<file path="src/rtl/trnh_pkg.sv">
// Shared types, constants and port-code helpers for the two-tree next-hop router.
// No dependencies; every other file of the block imports this package.
`default_nettype none

package trnh_pkg;

  // Field widths fixed by the id format
  localparam int BIN_W      = 30;                // binary id width
  localparam int BCD_DIGITS = 10;                // decimal digits a 30-bit value can need
  localparam int DIGIT_W    = 4;
  localparam int BCD_W      = BCD_DIGITS * DIGIT_W;
  localparam int CNT_W      = 4;                 // digit positions and lengths, 0 to 10
  localparam int BIT_CNT_W  = $clog2(BIN_W);
  localparam int CFG_IDX_W  = 2;
  localparam int PORT_W     = 3;

  typedef logic [DIGIT_W-1:0] digit_t;
  typedef logic [CNT_W-1:0]   cnt_t;
  typedef logic [PORT_W-1:0]  port_t;
  typedef logic [CFG_IDX_W-1:0] cfg_idx_t;

  // Output port codes
  localparam port_t PORT_LOCAL = 3'd0;
  localparam port_t PORT_NORTH = 3'd1;
  localparam port_t PORT_SOUTH = 3'd2;
  localparam port_t PORT_EAST  = 3'd3;
  localparam port_t PORT_WEST  = 3'd4;
  localparam port_t PORT_NONE  = 3'd5;

  // Configuration register indexes
  localparam cfg_idx_t REG_TILE_X = 2'd0;
  localparam cfg_idx_t REG_TILE_Y = 2'd1;

  // Converter commands
  typedef struct packed {
    logic load;
    logic bit_step;
    logic digit_step;
  } conv_ctl_t;

  // Summary of one tree after the low-to-high digit scan
  typedef struct packed {
    cnt_t   match_len;   // count of equal low digits of tile and destination
    cnt_t   tile_len;    // significant digits of the tile id
    cnt_t   dest_len;    // significant digits of the destination id
    cnt_t   shared_len;  // significant digits of the shared suffix
    digit_t top_tile;    // highest nonzero tile digit
    digit_t top_dest;    // highest nonzero destination digit
    digit_t mis_dest;    // destination digit at the first mismatch
  } scan_res_t;

  // Step down toward a child
  function automatic port_t port_down(digit_t dig);
    port_t p;
    case (dig)
      4'd1:    p = PORT_NORTH;
      4'd2:    p = PORT_SOUTH;
      4'd3:    p = PORT_WEST;
      4'd4:    p = PORT_EAST;
      default: p = PORT_NONE;
    endcase
    return p;
  endfunction

  // Step up toward the parent
  function automatic port_t port_up(digit_t dig);
    port_t p;
    case (dig)
      4'd1:    p = PORT_SOUTH;
      4'd2:    p = PORT_NORTH;
      4'd3:    p = PORT_EAST;
      4'd4:    p = PORT_WEST;
      default: p = PORT_NONE;
    endcase
    return p;
  endfunction

endpackage

`default_nettype wire

</file>
<file path="src/rtl/trnh_if.sv">
// Channel interfaces of the next-hop router: destination input, route output
// and configuration write. Depends on trnh_pkg.
`default_nettype none

interface trnh_in_if;
  import trnh_pkg::*;
  logic             valid;
  logic             ready;
  logic [BIN_W-1:0] dest_x_tree_id;
  logic [BIN_W-1:0] dest_y_tree_id;
  modport source (output valid, output dest_x_tree_id, output dest_y_tree_id, input ready);
  modport sink   (input valid, input dest_x_tree_id, input dest_y_tree_id, output ready);
endinterface

interface trnh_out_if;
  import trnh_pkg::*;
  logic              valid;
  logic              ready;
  logic [PORT_W-1:0] out_port;
  modport source (output valid, output out_port, input ready);
  modport sink   (input valid, input out_port, output ready);
endinterface

interface trnh_cfg_if;
  import trnh_pkg::*;
  logic                 valid;
  logic                 ready;
  logic [CFG_IDX_W-1:0] index;
  logic [BIN_W-1:0]     data;
  modport source (output valid, output index, output data, input ready);
  modport sink   (input valid, input index, input data, output ready);
endinterface

`default_nettype wire

</file>
<file path="src/rtl/trnh_bin2bcd.sv">
// Bit-serial binary to decimal converter (shift and add-3), then a digit
// shifter that hands out the digits low first. Depends on trnh_pkg.
`default_nettype none

module trnh_bin2bcd (
  input  wire                       clk_i,
  input  trnh_pkg::conv_ctl_t       ctl_i,
  input  wire [trnh_pkg::BIN_W-1:0] bin_i,
  output trnh_pkg::digit_t          digit_o
);
  import trnh_pkg::*;

  logic [BIN_W-1:0] bin_q, bin_d;
  logic [BCD_W-1:0] bcd_q, bcd_d;
  logic [BCD_W-1:0] bcd_adj;

  // add 3 to every digit of five or more before the next shift
  always_comb begin
    for (int i = 0; i < BCD_DIGITS; i++) begin
      if (bcd_q[i*DIGIT_W +: DIGIT_W] >= 4'd5) begin
        bcd_adj[i*DIGIT_W +: DIGIT_W] = bcd_q[i*DIGIT_W +: DIGIT_W] + 4'd3;
      end else begin
        bcd_adj[i*DIGIT_W +: DIGIT_W] = bcd_q[i*DIGIT_W +: DIGIT_W];
      end
    end
  end

  always_comb begin
    bin_d = bin_q;
    bcd_d = bcd_q;
    if (ctl_i.load) begin
      bin_d = bin_i;
      bcd_d = '0;
    end else if (ctl_i.bit_step) begin
      bcd_d = {bcd_adj[BCD_W-2:0], bin_q[BIN_W-1]};
      bin_d = {bin_q[BIN_W-2:0], 1'b0};
    end else if (ctl_i.digit_step) begin
      bcd_d = {{DIGIT_W{1'b0}}, bcd_q[BCD_W-1:DIGIT_W]};
    end
  end

  always_ff @(posedge clk_i) begin
    bin_q <= bin_d;
    bcd_q <= bcd_d;
  end

  assign digit_o = bcd_q[DIGIT_W-1:0];

endmodule

`default_nettype wire

</file>
<file path="src/rtl/trnh_digit_scan.sv">
// Digit scan of one tree: with step_i high, takes a tile digit and a destination digit
// per cycle, low first; keeps lengths, match count, key digits. Depends on trnh_pkg.
`default_nettype none

module trnh_digit_scan (
  input  wire                 clk_i,
  input  wire                 rst_ni,
  input  wire                 clear_i,
  input  wire                 step_i,
  input  trnh_pkg::digit_t    tile_digit_i,
  input  trnh_pkg::digit_t    dest_digit_i,
  output trnh_pkg::scan_res_t res_o
);
  import trnh_pkg::*;

  scan_res_t res_q, res_d;
  cnt_t      pos_q, pos_d;
  logic      alive_q, alive_d;
  cnt_t      pos_inc;

  assign pos_inc = pos_q + CNT_W'(1);

  always_comb begin
    res_d   = res_q;
    pos_d   = pos_q;
    alive_d = alive_q;
    if (clear_i) begin
      res_d   = '0;
      pos_d   = '0;
      alive_d = 1'b1;
    end else if (step_i) begin
      pos_d = pos_inc;
      if (tile_digit_i != '0) begin
        res_d.tile_len = pos_inc;
        res_d.top_tile = tile_digit_i;
      end
      if (dest_digit_i != '0) begin
        res_d.dest_len = pos_inc;
        res_d.top_dest = dest_digit_i;
      end
      if (alive_q) begin
        if (tile_digit_i == dest_digit_i) begin
          res_d.match_len = pos_inc;
          if (tile_digit_i != '0) begin
            res_d.shared_len = pos_inc;
          end
        end else begin
          alive_d        = 1'b0;
          res_d.mis_dest = dest_digit_i;
        end
      end
    end
  end

  always_ff @(posedge clk_i or negedge rst_ni) begin
    if (!rst_ni) begin
      pos_q   <= '0;
      alive_q <= 1'b0;
    end else begin
      pos_q   <= pos_d;
      alive_q <= alive_d;
    end
  end

  always_ff @(posedge clk_i) begin
    res_q <= res_d;
  end

  assign res_o = res_q;

endmodule

`default_nettype wire

</file>
<file path="src/rtl/tree_route_next_hop_core.sv">
// Top level of the two-tree next-hop router: configuration registers, sequencer,
// four decimal converters, two digit scans and the port decision.
// Depends on trnh_pkg, trnh_if, trnh_bin2bcd and trnh_digit_scan.
//
//   channel  | dir | handshake      | payload
//   ---------+-----+----------------+------------------------------------------
//   item_i   | in  | valid / ready  | dest_x_tree_id[29:0], dest_y_tree_id[29:0]
//   route_o  | out | valid / ready  | out_port[2:0]
//   cfg_i    | in  | valid / ready  | index[1:0] (0 tile X, 1 tile Y), data[29:0]
//
// One item at a time. After an input transaction the converters shift in the
// four ids one bit a cycle, the scans then walk ID_DIGITS decimal digits low
// first, and the final state loads the result register once it is free; only
// then is a new item taken. Reset clears the tile ids to zero and empties the
// result register. A stalled result holds; the sequencer waits before loading
// a new one, while the tile ids stay writable at all times.
`default_nettype none

module tree_route_next_hop_core #(
  parameter int ID_DIGITS = 9
) (
  input  wire         clk_i,
  input  wire         rst_ni,
  trnh_in_if.sink     item_i,
  trnh_out_if.source  route_o,
  trnh_cfg_if.sink    cfg_i
);
  import trnh_pkg::*;

  // Sequencer states
  localparam logic [1:0] ST_IDLE = 2'd0;
  localparam logic [1:0] ST_CONV = 2'd1;
  localparam logic [1:0] ST_SCAN = 2'd2;
  localparam logic [1:0] ST_FIN  = 2'd3;

  logic [1:0]           state_q, state_d;
  logic [BIT_CNT_W-1:0] bit_cnt_q, bit_cnt_d;
  cnt_t                 dig_cnt_q, dig_cnt_d;

  logic [BIN_W-1:0] tile_x_q, tile_y_q;

  logic  out_valid_q, out_valid_d;
  port_t out_port_q, out_port_d;

  logic      in_acc;
  logic      res_load;
  conv_ctl_t conv_ctl;

  digit_t    tx_digit, ty_digit, dx_digit, dy_digit;
  scan_res_t res_x, res_y, res_sel;
  logic      use_y;
  cnt_t      down_idx;
  digit_t    down_digit;
  port_t     route_port;

  // ---------------------------------------------------------------------------
  // Configuration: always ready, unknown indexes drop the write
  // ---------------------------------------------------------------------------
  assign cfg_i.ready = 1'b1;

  always_ff @(posedge clk_i or negedge rst_ni) begin
    if (!rst_ni) begin
      tile_x_q <= '0;
      tile_y_q <= '0;
    end else if (cfg_i.valid && cfg_i.ready) begin
      case (cfg_i.index)
        REG_TILE_X: tile_x_q <= cfg_i.data;
        REG_TILE_Y: tile_y_q <= cfg_i.data;
        default: ;
      endcase
    end
  end

  // ---------------------------------------------------------------------------
  // Sequencer
  // ---------------------------------------------------------------------------
  assign item_i.ready = (state_q == ST_IDLE);
  assign in_acc       = item_i.valid && item_i.ready;

  // in the final state, load the result once the output register is free
  assign res_load = (state_q == ST_FIN) && (!out_valid_q || route_o.ready);

  assign conv_ctl.load       = in_acc;
  assign conv_ctl.bit_step   = (state_q == ST_CONV);
  assign conv_ctl.digit_step = (state_q == ST_SCAN);

  always_comb begin
    state_d   = state_q;
    bit_cnt_d = bit_cnt_q;
    dig_cnt_d = dig_cnt_q;
    case (state_q)
      ST_IDLE: begin
        if (in_acc) begin
          state_d   = ST_CONV;
          bit_cnt_d = '0;
        end
      end
      ST_CONV: begin
        if (bit_cnt_q == BIT_CNT_W'(BIN_W - 1)) begin
          state_d   = ST_SCAN;
          dig_cnt_d = '0;
        end else begin
          bit_cnt_d = bit_cnt_q + BIT_CNT_W'(1);
        end
      end
      ST_SCAN: begin
        if (dig_cnt_q == CNT_W'(ID_DIGITS - 1)) begin
          state_d = ST_FIN;
        end else begin
          dig_cnt_d = dig_cnt_q + CNT_W'(1);
        end
      end
      ST_FIN: begin
        if (res_load) begin
          state_d = ST_IDLE;
        end
      end
      default: state_d = ST_IDLE;
    endcase
  end

  always_ff @(posedge clk_i or negedge rst_ni) begin
    if (!rst_ni) begin
      state_q   <= ST_IDLE;
      bit_cnt_q <= '0;
      dig_cnt_q <= '0;
    end else begin
      state_q   <= state_d;
      bit_cnt_q <= bit_cnt_d;
      dig_cnt_q <= dig_cnt_d;
    end
  end

  // ---------------------------------------------------------------------------
  // Decimal converters: tile ids from the registers, destination ids from the
  // input transaction. Only the low ID_DIGITS digits reach the scans, which
  // reduces every id modulo 10^ID_DIGITS.
  // ---------------------------------------------------------------------------
  trnh_bin2bcd u_conv_tx (
    .clk_i   (clk_i),
    .ctl_i   (conv_ctl),
    .bin_i   (tile_x_q),
    .digit_o (tx_digit)
  );

  trnh_bin2bcd u_conv_ty (
    .clk_i   (clk_i),
    .ctl_i   (conv_ctl),
    .bin_i   (tile_y_q),
    .digit_o (ty_digit)
  );

  trnh_bin2bcd u_conv_dx (
    .clk_i   (clk_i),
    .ctl_i   (conv_ctl),
    .bin_i   (item_i.dest_x_tree_id),
    .digit_o (dx_digit)
  );

  trnh_bin2bcd u_conv_dy (
    .clk_i   (clk_i),
    .ctl_i   (conv_ctl),
    .bin_i   (item_i.dest_y_tree_id),
    .digit_o (dy_digit)
  );

  // ---------------------------------------------------------------------------
  // Digit scans, one per tree
  // ---------------------------------------------------------------------------
  trnh_digit_scan u_scan_x (
    .clk_i        (clk_i),
    .rst_ni       (rst_ni),
    .clear_i      (in_acc),
    .step_i       (conv_ctl.digit_step),
    .tile_digit_i (tx_digit),
    .dest_digit_i (dx_digit),
    .res_o        (res_x)
  );

  trnh_digit_scan u_scan_y (
    .clk_i        (clk_i),
    .rst_ni       (rst_ni),
    .clear_i      (in_acc),
    .step_i       (conv_ctl.digit_step),
    .tile_digit_i (ty_digit),
    .dest_digit_i (dy_digit),
    .res_o        (res_y)
  );

  // ---------------------------------------------------------------------------
  // Port decision
  // Work in the Y tree only when its shared suffix has strictly more digits.
  // All digits equal: local. Tile id no longer than the matched low digits
  // means the tile is the shared ancestor: step down by the destination digit
  // at min(match length, top position), unless that lies below the tile's own
  // digits. Otherwise step up by the tile's top digit.
  // ---------------------------------------------------------------------------
  assign use_y   = (res_y.shared_len > res_x.shared_len);
  assign res_sel = use_y ? res_y : res_x;

  // first mismatch below the destination's top digit, or the top digit itself
  assign down_idx   = ((res_sel.match_len + CNT_W'(1)) < res_sel.dest_len) ?
                      res_sel.match_len : (res_sel.dest_len - CNT_W'(1));
  assign down_digit = ((res_sel.match_len + CNT_W'(1)) < res_sel.dest_len) ?
                      res_sel.mis_dest : res_sel.top_dest;

  always_comb begin
    route_port = PORT_NONE;
    if (res_sel.match_len == CNT_W'(ID_DIGITS)) begin
      route_port = PORT_LOCAL;
    end else if (res_sel.tile_len <= res_sel.match_len) begin
      if ((res_sel.dest_len != '0) && (res_sel.tile_len <= down_idx)) begin
        route_port = port_down(down_digit);
      end
    end else begin
      route_port = port_up(res_sel.top_tile);
    end
  end

  // ---------------------------------------------------------------------------
  // Result register: hold while stalled, drop valid once taken
  // ---------------------------------------------------------------------------
  always_comb begin
    out_valid_d = out_valid_q;
    out_port_d  = out_port_q;
    if (res_load) begin
      out_valid_d = 1'b1;
      out_port_d  = route_port;
    end else if (route_o.ready) begin
      out_valid_d = 1'b0;
    end
  end

  always_ff @(posedge clk_i or negedge rst_ni) begin
    if (!rst_ni) begin
      out_valid_q <= 1'b0;
    end else begin
      out_valid_q <= out_valid_d;
    end
  end

  always_ff @(posedge clk_i) begin
    out_port_q <= out_port_d;
  end

  assign route_o.valid    = out_valid_q;
  assign route_o.out_port = out_port_q;

endmodule

`default_nettype wire

</file>
<file path="src/flat_wrapper.sv">
// flat-port wrapper written by rule: the top's interface ports become plain ports
module tree_route_next_hop_core_flat import trnh_pkg::*;
#(
  parameter int ID_DIGITS = 9
)
  (clk_i, rst_ni, item_i_valid, item_i_dest_x_tree_id, item_i_dest_y_tree_id, item_i_ready, route_o_valid, route_o_out_port, route_o_ready, cfg_i_valid, cfg_i_index, cfg_i_data, cfg_i_ready);
  trnh_in_if item_i_i ();
  trnh_out_if route_o_i ();
  trnh_cfg_if cfg_i_i ();
  input  wire clk_i;
  input  wire rst_ni;
  input wire logic [$bits(item_i_i.valid)-1:0] item_i_valid;
  input wire logic [$bits(item_i_i.dest_x_tree_id)-1:0] item_i_dest_x_tree_id;
  input wire logic [$bits(item_i_i.dest_y_tree_id)-1:0] item_i_dest_y_tree_id;
  output wire logic [$bits(item_i_i.ready)-1:0] item_i_ready;
  output wire logic [$bits(route_o_i.valid)-1:0] route_o_valid;
  output wire logic [$bits(route_o_i.out_port)-1:0] route_o_out_port;
  input wire logic [$bits(route_o_i.ready)-1:0] route_o_ready;
  input wire logic [$bits(cfg_i_i.valid)-1:0] cfg_i_valid;
  input wire logic [$bits(cfg_i_i.index)-1:0] cfg_i_index;
  input wire logic [$bits(cfg_i_i.data)-1:0] cfg_i_data;
  output wire logic [$bits(cfg_i_i.ready)-1:0] cfg_i_ready;
  assign item_i_i.valid = item_i_valid;
  assign item_i_i.dest_x_tree_id = item_i_dest_x_tree_id;
  assign item_i_i.dest_y_tree_id = item_i_dest_y_tree_id;
  assign item_i_ready = item_i_i.ready;
  assign route_o_valid = route_o_i.valid;
  assign route_o_out_port = route_o_i.out_port;
  assign route_o_i.ready = route_o_ready;
  assign cfg_i_i.valid = cfg_i_valid;
  assign cfg_i_i.index = cfg_i_index;
  assign cfg_i_i.data = cfg_i_data;
  assign cfg_i_ready = cfg_i_i.ready;
  tree_route_next_hop_core #(.ID_DIGITS(ID_DIGITS)) u_core (.clk_i(clk_i), .rst_ni(rst_ni), .item_i(item_i_i), .route_o(route_o_i), .cfg_i(cfg_i_i));
endmodule
</file>
<file path="config.mk">
export PLATFORM = sky130hd
export DESIGN_NAME = tree_route_next_hop_core_flat
export DESIGN_NICKNAME = d
export VERILOG_FILES = /design/src/rtl/trnh_pkg.sv /design/src/rtl/trnh_if.sv /design/src/rtl/trnh_bin2bcd.sv /design/src/rtl/trnh_digit_scan.sv /design/src/rtl/tree_route_next_hop_core.sv /design/src/flat_wrapper.sv
export SDC_FILE = /design/constraint.sdc
export NUM_CORES = 1
export LEC_CHECK = 0
export BUFFER_PORTS_ARGS = -buffer_cell sky130_fd_sc_hd__buf_2
export CORE_MARGIN = 5
export CORE_UTILIZATION = 56
export CTS_CLUSTER_SIZE = 14
export DETAILED_ROUTE_END_ITERATION = 12
export HOLD_SLACK_MARGIN = 0.1
export PLACE_DENSITY_LB_ADDON = 0.12
export SETUP_SLACK_MARGIN = 0.05
export SLEW_MARGIN = 20
export SYNTH_ARGS = -nofsm -noshare
export SYNTH_HDL_FRONTEND = slang
export SYNTH_HIERARCHICAL = 1
export SYNTH_SLANG_ARGS = --single-unit
</file>
<file path="constraint.sdc">
create_clock -name clk_i -period 4.8 [get_ports clk_i]
set_input_delay 0.24 -clock clk_i [delete_from_list [all_inputs] [get_ports clk_i]]
set_output_delay 0.24 -clock clk_i [all_outputs]
set_load 0.005 [all_outputs]
</file>
==> results of run 1 <==
[where the power goes]
group          switching, mW  internal, mW  leakage, nW
registers               1.23          5.50         3.94
logic                   5.30          4.05         4.84
clock network           1.42          1.94        0.706
[how the worst max path moves through the flow]
stage | endpoint | slack (ps)
after global routing | u_core/route_o.out_port[2] | -250
final | u_core/route_o.out_port[2] | -10
after global placement | u_core/route_o.out_port[2] | -30
after CTS | u_core/route_o.out_port[2] | 60
after detailed placement | u_core/route_o.out_port[2] | -120
after floorplan | u_core/route_o.out_port[2] | -40
[cell usage after synthesis, types with 46 or more instances]
cell      number
ha_1         105
buf_2         52
nor2_1       134
nand2_1      142
mux2_1       132
dfxtp_1      216
mux2i_1       65
o221ai_1      50
mux2_2        74
inv_1         95
buf_4         54
a211oi_1      73
nand2b_1      46
edfxtp_1     123
o21ai_1       72
nor3b_1       74
nand4b_1      76
dfrtp_1       82
a21oi_1      162
[flip-flops by register name, indices dropped and copies added (netlist names)]
name	flops
u_core/bit_cnt_q	5
u_core/dig_cnt_q	4
u_core/route_o.out_port	3
u_core/route_o.valid	1
u_core/state_q	2
u_core/tile_x_q	30
u_core/tile_y_q	30
u_core/u_conv_dx/bcd_q	40
u_core/u_conv_dx/bin_q	30
u_core/u_conv_dy/bcd_q	40
u_core/u_conv_dy/bin_q	30
u_core/u_conv_tx/bcd_q	40
u_core/u_conv_tx/bin_q	30
u_core/u_conv_ty/bcd_q	40
u_core/u_conv_ty/bin_q	30
u_core/u_scan_x/alive_q	1
u_core/u_scan_x/pos_q	4
u_core/u_scan_x/res_o	28
u_core/u_scan_y/alive_q	1
u_core/u_scan_y/pos_q	4
u_core/u_scan_y/res_o	28
[worst max-delay path, cell delays in order (launching register included)]
cell	delay, ps
dfxtp_2	330
inv_2	50
ha_4	210
nor2b_4	120
o211ai_1	380
a21o_2	290
mux2i_4	300
nor3_4	80
xnor2_1	130
ha_1	310
o21a_1	140
o21ai_2	80
o31ai_4	290
mux2_4	340
ha_4	220
nor2b_4	120
o21a_1	160
o21a_1	160
o21ai_1	110
o21ai_1	90
nor4_2	280
nor2_1	80
a311o_1	290
[stage by stage]
| step | hold slack, ps | utilization, % | TNS [ps] | instance area (µm²) | instances |
|---|---|---|---|---|---|
| 2_1_floorplan | -55.6 | - | -44.5 | 22600 | 2154 |
| 3_3_place_gp | 126 | 58.2 | -33.2 | 23100 | 2666 |
| 3_5_place_dp | 126 | 58.2 | -175 | 23100 | 2666 |
| 4_1_cts | 331 | 64.2 | 0 | 25500 | 2847 |
| 5_1_grt | 377 | 64.4 | -640 | 25600 | 2849 |
| 6_report | 357 | 64.4 | -9.99 | 25600 | 2849 |
[layout make-up]
cell class	count	area, µm²
Fill cell	3189	14100
Multi-Input combinational cell	1493	11300
Sequential cell	421	10100
Timing Repair Buffer	227	1720
Clock buffer	57	1240
Tap cell	525	657
Inverter	99	372
Clock inverter	27	178
[metal layers]
metal  vias to the layer above  global-route usage [%]  part of all wire (%)  wire [µm]
li1                       8279                       -                     -          -
met1                      8259                    29.7                    47      23000
met3                        64                    2.90                   3.5       1730
met4                         0                    5.25                   1.8        895
met2                       299                    36.2                    48      23500
met5                         -                       0                     0          0
[cells by family after synthesis]
| group | count (synthesis) |
|---|---|
| and+or+nand+nor | 560 |
| muxes | 271 |
| AOI/OAI and AO/OA | 525 |
| other | 1 |
| adders and majority gates | 105 |
| xor gates and xnor gates | 31 |
| DFF | 421 |
| buffers and inverters | 240 |
[timing repair]
action / CTS / global route
endpoints found under the hold margin: 141 / 0
gates resized for setup: 4 / 14
pin swaps: 4 / 1
hold buffers: 94 / 0
buffers inserted: 3 / 2
endpoints found under the setup margin: 3 / 3
==> impl_results.md, run 1 <==
- Syn_area_per_cell: 10.5 µm²
- Critical Path Start Type: flop
- Post-layout min period: 4810 ps
- CTS Buffer Depth: 3
- Final setup viols: 1
- Congestion Overflow GR: 0
- Hold Startpoint: cfg_i_index[1]
- CTS buffer count: 45
- Top-area cell type share of the netlist area: 19.2%
- Largest family of logic cells by synthesized area: compound AO/OA/AOI/OAI gates
- Routed Antenna Nets: 0
- # IOs: 103
- Yosys cell types: 67
- Maxcap violations: 0
- Post-DP HPWL: 30700 µm
- R2R setup slack: -10 ps
- Worst EP arrival: 5110 ps
- Rows: 73
- Maximum vdd drop: 0.615 mV
- Drt first pass iters: 5
- Status: finished with violations
- Compound-gate portion of the synthesized area: 15.6%
- Final GP Congestion: 0.817
- Pin count of the biggest net entering global routing: 120
- Clock slew at reported path FFs: 60 ps
- Total power: 19.4 mW
- CP endpoint kind: flop
- Synth Net Count: 2356
- Pre-CTS setup slack: -120 ps
- Clock skew: 19.4 ps
- Worst-Margin Slew: 1010 ps
- Initial antenna violation count: 0
- Hold endpoint: u_core/tile_x_q[13]
- Die footprint: 44400 µm²
- PwrDens: 760 nW/µm²
- Commonest non-fill, non-tap cell in the layout: dfxtp_1
- Gate Count Post-Synth: 2154
- Via density: 5.93
- Critical path class: flop to flop
- RSZ-0062 raised after global routing: true
- WL final: 49200 µm
- Starting Density: 56.7%
- Fin. Hold Viols: 0
- Cell Area, Synth: 22500 µm²
- # diodes: 0
- Failing checks: negative setup slack
- Period utilisation layout: 100%
- WL/cell: 17.3 µm
- Initial DRC count: 1120
- Die width: 211 µm
- CTS tree: done
- Synth Area in Adders: 5.83%
- Post-synthesis simple-gate area fraction: 13.8%
- Share of layout cells above drive strength 1: 13.7%
- Slew Limit Fails: 0
- Core area: 39700 µm²
- CTS HTree Levels: 2
- Type of the tightest min-delay check: primary input to flop
- Worst Hold Depth: 4
- Total number of vias: 16900
- CP required: 5100 ps
- Ys flop type: dfxtp_1
- Gr usage total: 21.5%
- Worst R2R Path Depth: 22
- Crit path from: u_core/u_scan_x/res_o[13]
- DIE HEIGHT: 211 µm
- Max Freq: 0.208 GHz
- Crit Reg-Reg Endpoint: u_core/route_o.out_port[2]
- Seq/Total Area, Yosys: 44.7%
- Commonest cells after routing, fill and taps aside: 214 x dfxtp_1, 159 x a21oi_1, 142 x nand2_1
- First-pass GRT wire length: 82200 µm
- XOR/XNOR Fraction of Synth Area: 1.20%
- Buffers added on ports: 101
- Clk root buf: clkbuf_16
- PnR worst setup slack: -9.99 ps
- Worst R2R Start: u_core/u_scan_x/res_o[13]
- EDFF count, synth: 123
- Nets: 2489
- Mux contribution to synthesized area: 13.2%
- Area contributors post-synth: dfxtp_1 19%, edfxtp_1 16%, dfrtp_1 9.1%, mux2_1 6.6%, ha_1 5.8%
- Relative slew slack: 32.4%
- Synth warnings: 6
- Synthesized flop and latch total: 421
- Vias in the first global route: 16700
- P_leak: 9.49 nW
- Crit path max fanout: 4
- CTS Sinks: 421
- Yosys top cell by area: dfxtp_1
- Area Overhead vs Synth: 13.5%
- Remaining DRCs: 0
- Skew-Pair Late Insertion Delay: 570 ps
- Async SR Flop Fraction: 19.5%
Power figures use the tool's default switching activity.
==> run 2: changes to the inputs <==
--- a/config.mk
+++ b/config.mk
@@ -11,7 +11,7 @@
 export CTS_CLUSTER_SIZE = 14
 export DETAILED_ROUTE_END_ITERATION = 12
 export HOLD_SLACK_MARGIN = 0.1
-export PLACE_DENSITY_LB_ADDON = 0.12
+export PLACE_DENSITY_LB_ADDON = 0.3
 export SETUP_SLACK_MARGIN = 0.05
 export SLEW_MARGIN = 20
 export SYNTH_ARGS = -nofsm -noshare
==> run 2 against run 1 <==
Effect of this change:
- utilization is 0.22 points higher
- critical endpoint unchanged
- clock-buffer cell count grew 9
- the flow now finishes without violations
- non-clock buffer count up 9
- clock power rose by 1%
- die area unchanged
- flip-flop and latch count did not move
- via count up 2.3%
- hold slack got worse by 190 ps
- register-to-register slack improved by 96 ps
- total power increased by 1.0%
- wire length up 5.7%
- cell area increased by 0.35%
==> impl_results.md, run 2 (synthesized netlist as in run 1, its figures left out) <==
- Max Freq: 0.212 GHz (+2.0%)
- Skew-Pair Late Insertion Delay: 590 ps (+20 ps)
- Critical Path Start Type: flop
- Switching share of total power: 41.3% (+0.45 points)
- Commonest non-fill, non-tap cell in the layout: dfxtp_1
- Logic pwr share: 48.2% (about the same)
- RSZ-0062 raised after global routing: true
- Clock power frac: 17.3% (about the same)
- Pin count of the biggest net entering global routing: 153 (+28%)
- Area Overhead vs Synth: 13.9%
- Core area: 39700 µm² (unchanged)
- # IOs: 103 (unchanged)
- PnR worst setup slack: 86.4 ps (+96.4 ps)
- WL final: 51900 µm (+5.7%)
- Nets: 2498 (+0.36%)
- Buffers added on ports: 101 (unchanged)
- Gr usage total: 22.6% (+1.0 points)
- Placed instance area: 23100 µm² (+0.12%)
- Status: completed
- Die width: 211 µm (unchanged)
- Critical path's top delay family: compound AO/OA/AOI/OAI gates
- Routed Antenna Nets: 0 (unchanged)
- Maxcap violations: 0 (unchanged)
- Total number of vias: 17300 (+2.3%)
- Crit Reg-Reg Endpoint: u_core/route_o.out_port[2]
- CP endpoint kind: flop
- Slew Limit Fails: 0 (unchanged)
- Starting Density: 56.7% (unchanged)
- Remaining DRCs: 0 (unchanged)
- Worst R2R Start: u_core/u_scan_x/res_o[15]
- Worst EP arrival: 5040 ps (-70 ps)
- CTS HTree Levels: 2 (unchanged)
- Congestion Overflow GR: 0 (unchanged)
- Vias in the first global route: 17300 (+3.4%)
- Final setup viols: 0 (-1)
- Relative slew slack: 29.4% (-3.0 points)
- Psw: 8.12 mW (+2.1%)
- DIE HEIGHT: 211 µm (unchanged)
- Initial antenna violation count: 1 (+1)
- First-pass GRT wire length: 85300 µm (+3.8%)
- CTS tree: done
- CP required: 5130 ps (+30 ps)
- Crit-path slowest cell: mux2i_2
- Die footprint: 44400 µm² (unchanged)
- Clock slew at reported path FFs: 60 ps (about the same)
- Sequential power share: 34.5% (-0.2 points)
- Maximum vdd drop: 0.591 mV (-3.8%)
- Type of the tightest min-delay check: primary input to asynchronous set/reset pin
- Clk root buf: clkbuf_16
- Hold slack final: 171 ps (-186 ps)
- Final GP Congestion: 0.874 (+7.0%)
- Cell Chain, Critical Path: inv_1, ha_1, o211ai_1, a21oi_2, mux2i_2, nor3_2, xnor2_1, ha_1, o21a_1, o21ai_2, o31ai_4, mux2_4, ha_4, nor2b_4, o21a_1, o21a_1, o21ai_1, o21ai_1, nor4_2, nor2_1, a311o_1
- Crit path max fanout: 4 (unchanged)
- Clock skew: 10.1 ps (-9.31 ps)
- Fin. Hold Viols: 0 (unchanged)
- Pre-CTS setup slack: -120 ps (+0.264 ps)
- CTS Sinks: 421 (unchanged)
- PwrDens: 765 nW/µm² (+0.66%)
- CTS Buffer Depth: 3 (unchanged)
- Worst path most repeated cell: o21a_1
- CP bufs+invs: 1 (unchanged)
- Post-route cell area: 25700 µm² (+0.35%)
- Drt first pass iters: 5 (unchanged)
- Rows: 73 (unchanged)
- Critical path class: flop to flop
- Worst R2R Path Depth: 21 (-4.5%)
- Post-DP HPWL: 32200 µm (+5.1%)
- Initial DRC count: 1180 (+5.4%)
- Power Internal: 11.5 mW (+0.25%)
- Worst-Margin Slew: 1060 ps (+44.4 ps)
- WL/cell: 18.2 µm (+5.3%)
- R2R setup slack: 90 ps (+100 ps)
- Commonest cells after routing, fill and taps aside: 214 x dfxtp_1, 159 x a21oi_1, 142 x nand2_1
- Via density: 6.05 (+2.0%)
- Period utilisation layout: 98.2% (-2.0 points)
- P_leak: 9.52 nW (+0.30%)
- Share of layout cells above drive strength 1: 14.0% (+0.33 points)
- Post-layout min period: 4710 ps (-96.4 ps)
- Slowest stage delay, CP: 380 ps (about the same)
- CTS buffer count: 45 (unchanged)
## run 2: cell types whose count changed in the layout (fill, tap and decap cells not counted), moves of 2 or more
| cell | delta |
|---|---|
| clkbuf_8 | +3 |
| clkinv_2 | -4 |
| clkbuf_1 | +7 |
| clkinv_1 | -6 |
| mux2i_2 | +2 |
| buf_4 | +8 |
## run 2: metrics by stage
stage	std cells	power (mW)	setup TNS [ps]	utilization, %
final	2859	19.6	0	64.6
after global routing	2859	21.0	-112	64.6
after CTS	2856	19.3	0	64.4
after global placement	2668	15.2	0	58.2
after detailed placement	2668	15.7	-184	58.2
after floorplan	2154	13.7	-44.5	-
## run 2: power by group through the flow
stage | logic [mW] | registers, mW | clock network (mW)
floorplan | 7.45 | 6.28 | 0
finish | 9.46 | 6.77 | 3.40
global placement | 8.47 | 6.71 | 0
global route | 10.4 | 6.94 | 3.63
CTS | 9.14 | 6.72 | 3.48
detailed placement | 8.89 | 6.78 | 0
## run 2: final cells by class
class                   count  area (µm²)
diodes                      1        2.50
clock inverters            18         163
repair buffers            236        1800
fillers                  3088       14100
inverters                  99         372
multi-input cells        1493       11300
clock buffers              66        1290
well taps                 525         657
flip-flops and latches    421       10100
## run 2: per-layer routing
| metal | routed length, µm | global-route usage, % |
|---|---|---|
| met1 | 23000 | 29.4 |
| met4 | 1110 | 6.57 |
| met3 | 1990 | 3.14 |
| met5 | 0 | 0 |
| met2 | 25900 | 39.4 |
## run 2: timing repair
action | in CTS | in global routing
hold buffers | 93 | 0
buffers inserted | 11 | 1
pin swaps | 5 | 2
resized for setup | 1 | 15
setup endpoints to repair | 2 | 3
gates cloned | 0 | 1
endpoints found under the hold margin | 158 | 0
## run 2: worst max path at each step
stage | depth (start not counted) | end | start
2_1_floorplan | 23 | u_core/route_o.out_port[2] | u_core/u_scan_x/res_o[13]
3_3_place_gp | 22 | u_core/route_o.out_port[2] | u_core/u_scan_x/res_o[13]
3_5_place_dp | 22 | u_core/route_o.out_port[2] | u_core/u_scan_x/res_o[13]
4_1_cts | 22 | u_core/route_o.out_port[2] | u_core/u_scan_x/res_o[13]
5_1_grt | 22 | u_core/route_o.out_port[2] | u_core/u_scan_x/res_o[13]
6_report | 21 | u_core/route_o.out_port[2] | u_core/u_scan_x/res_o[15]
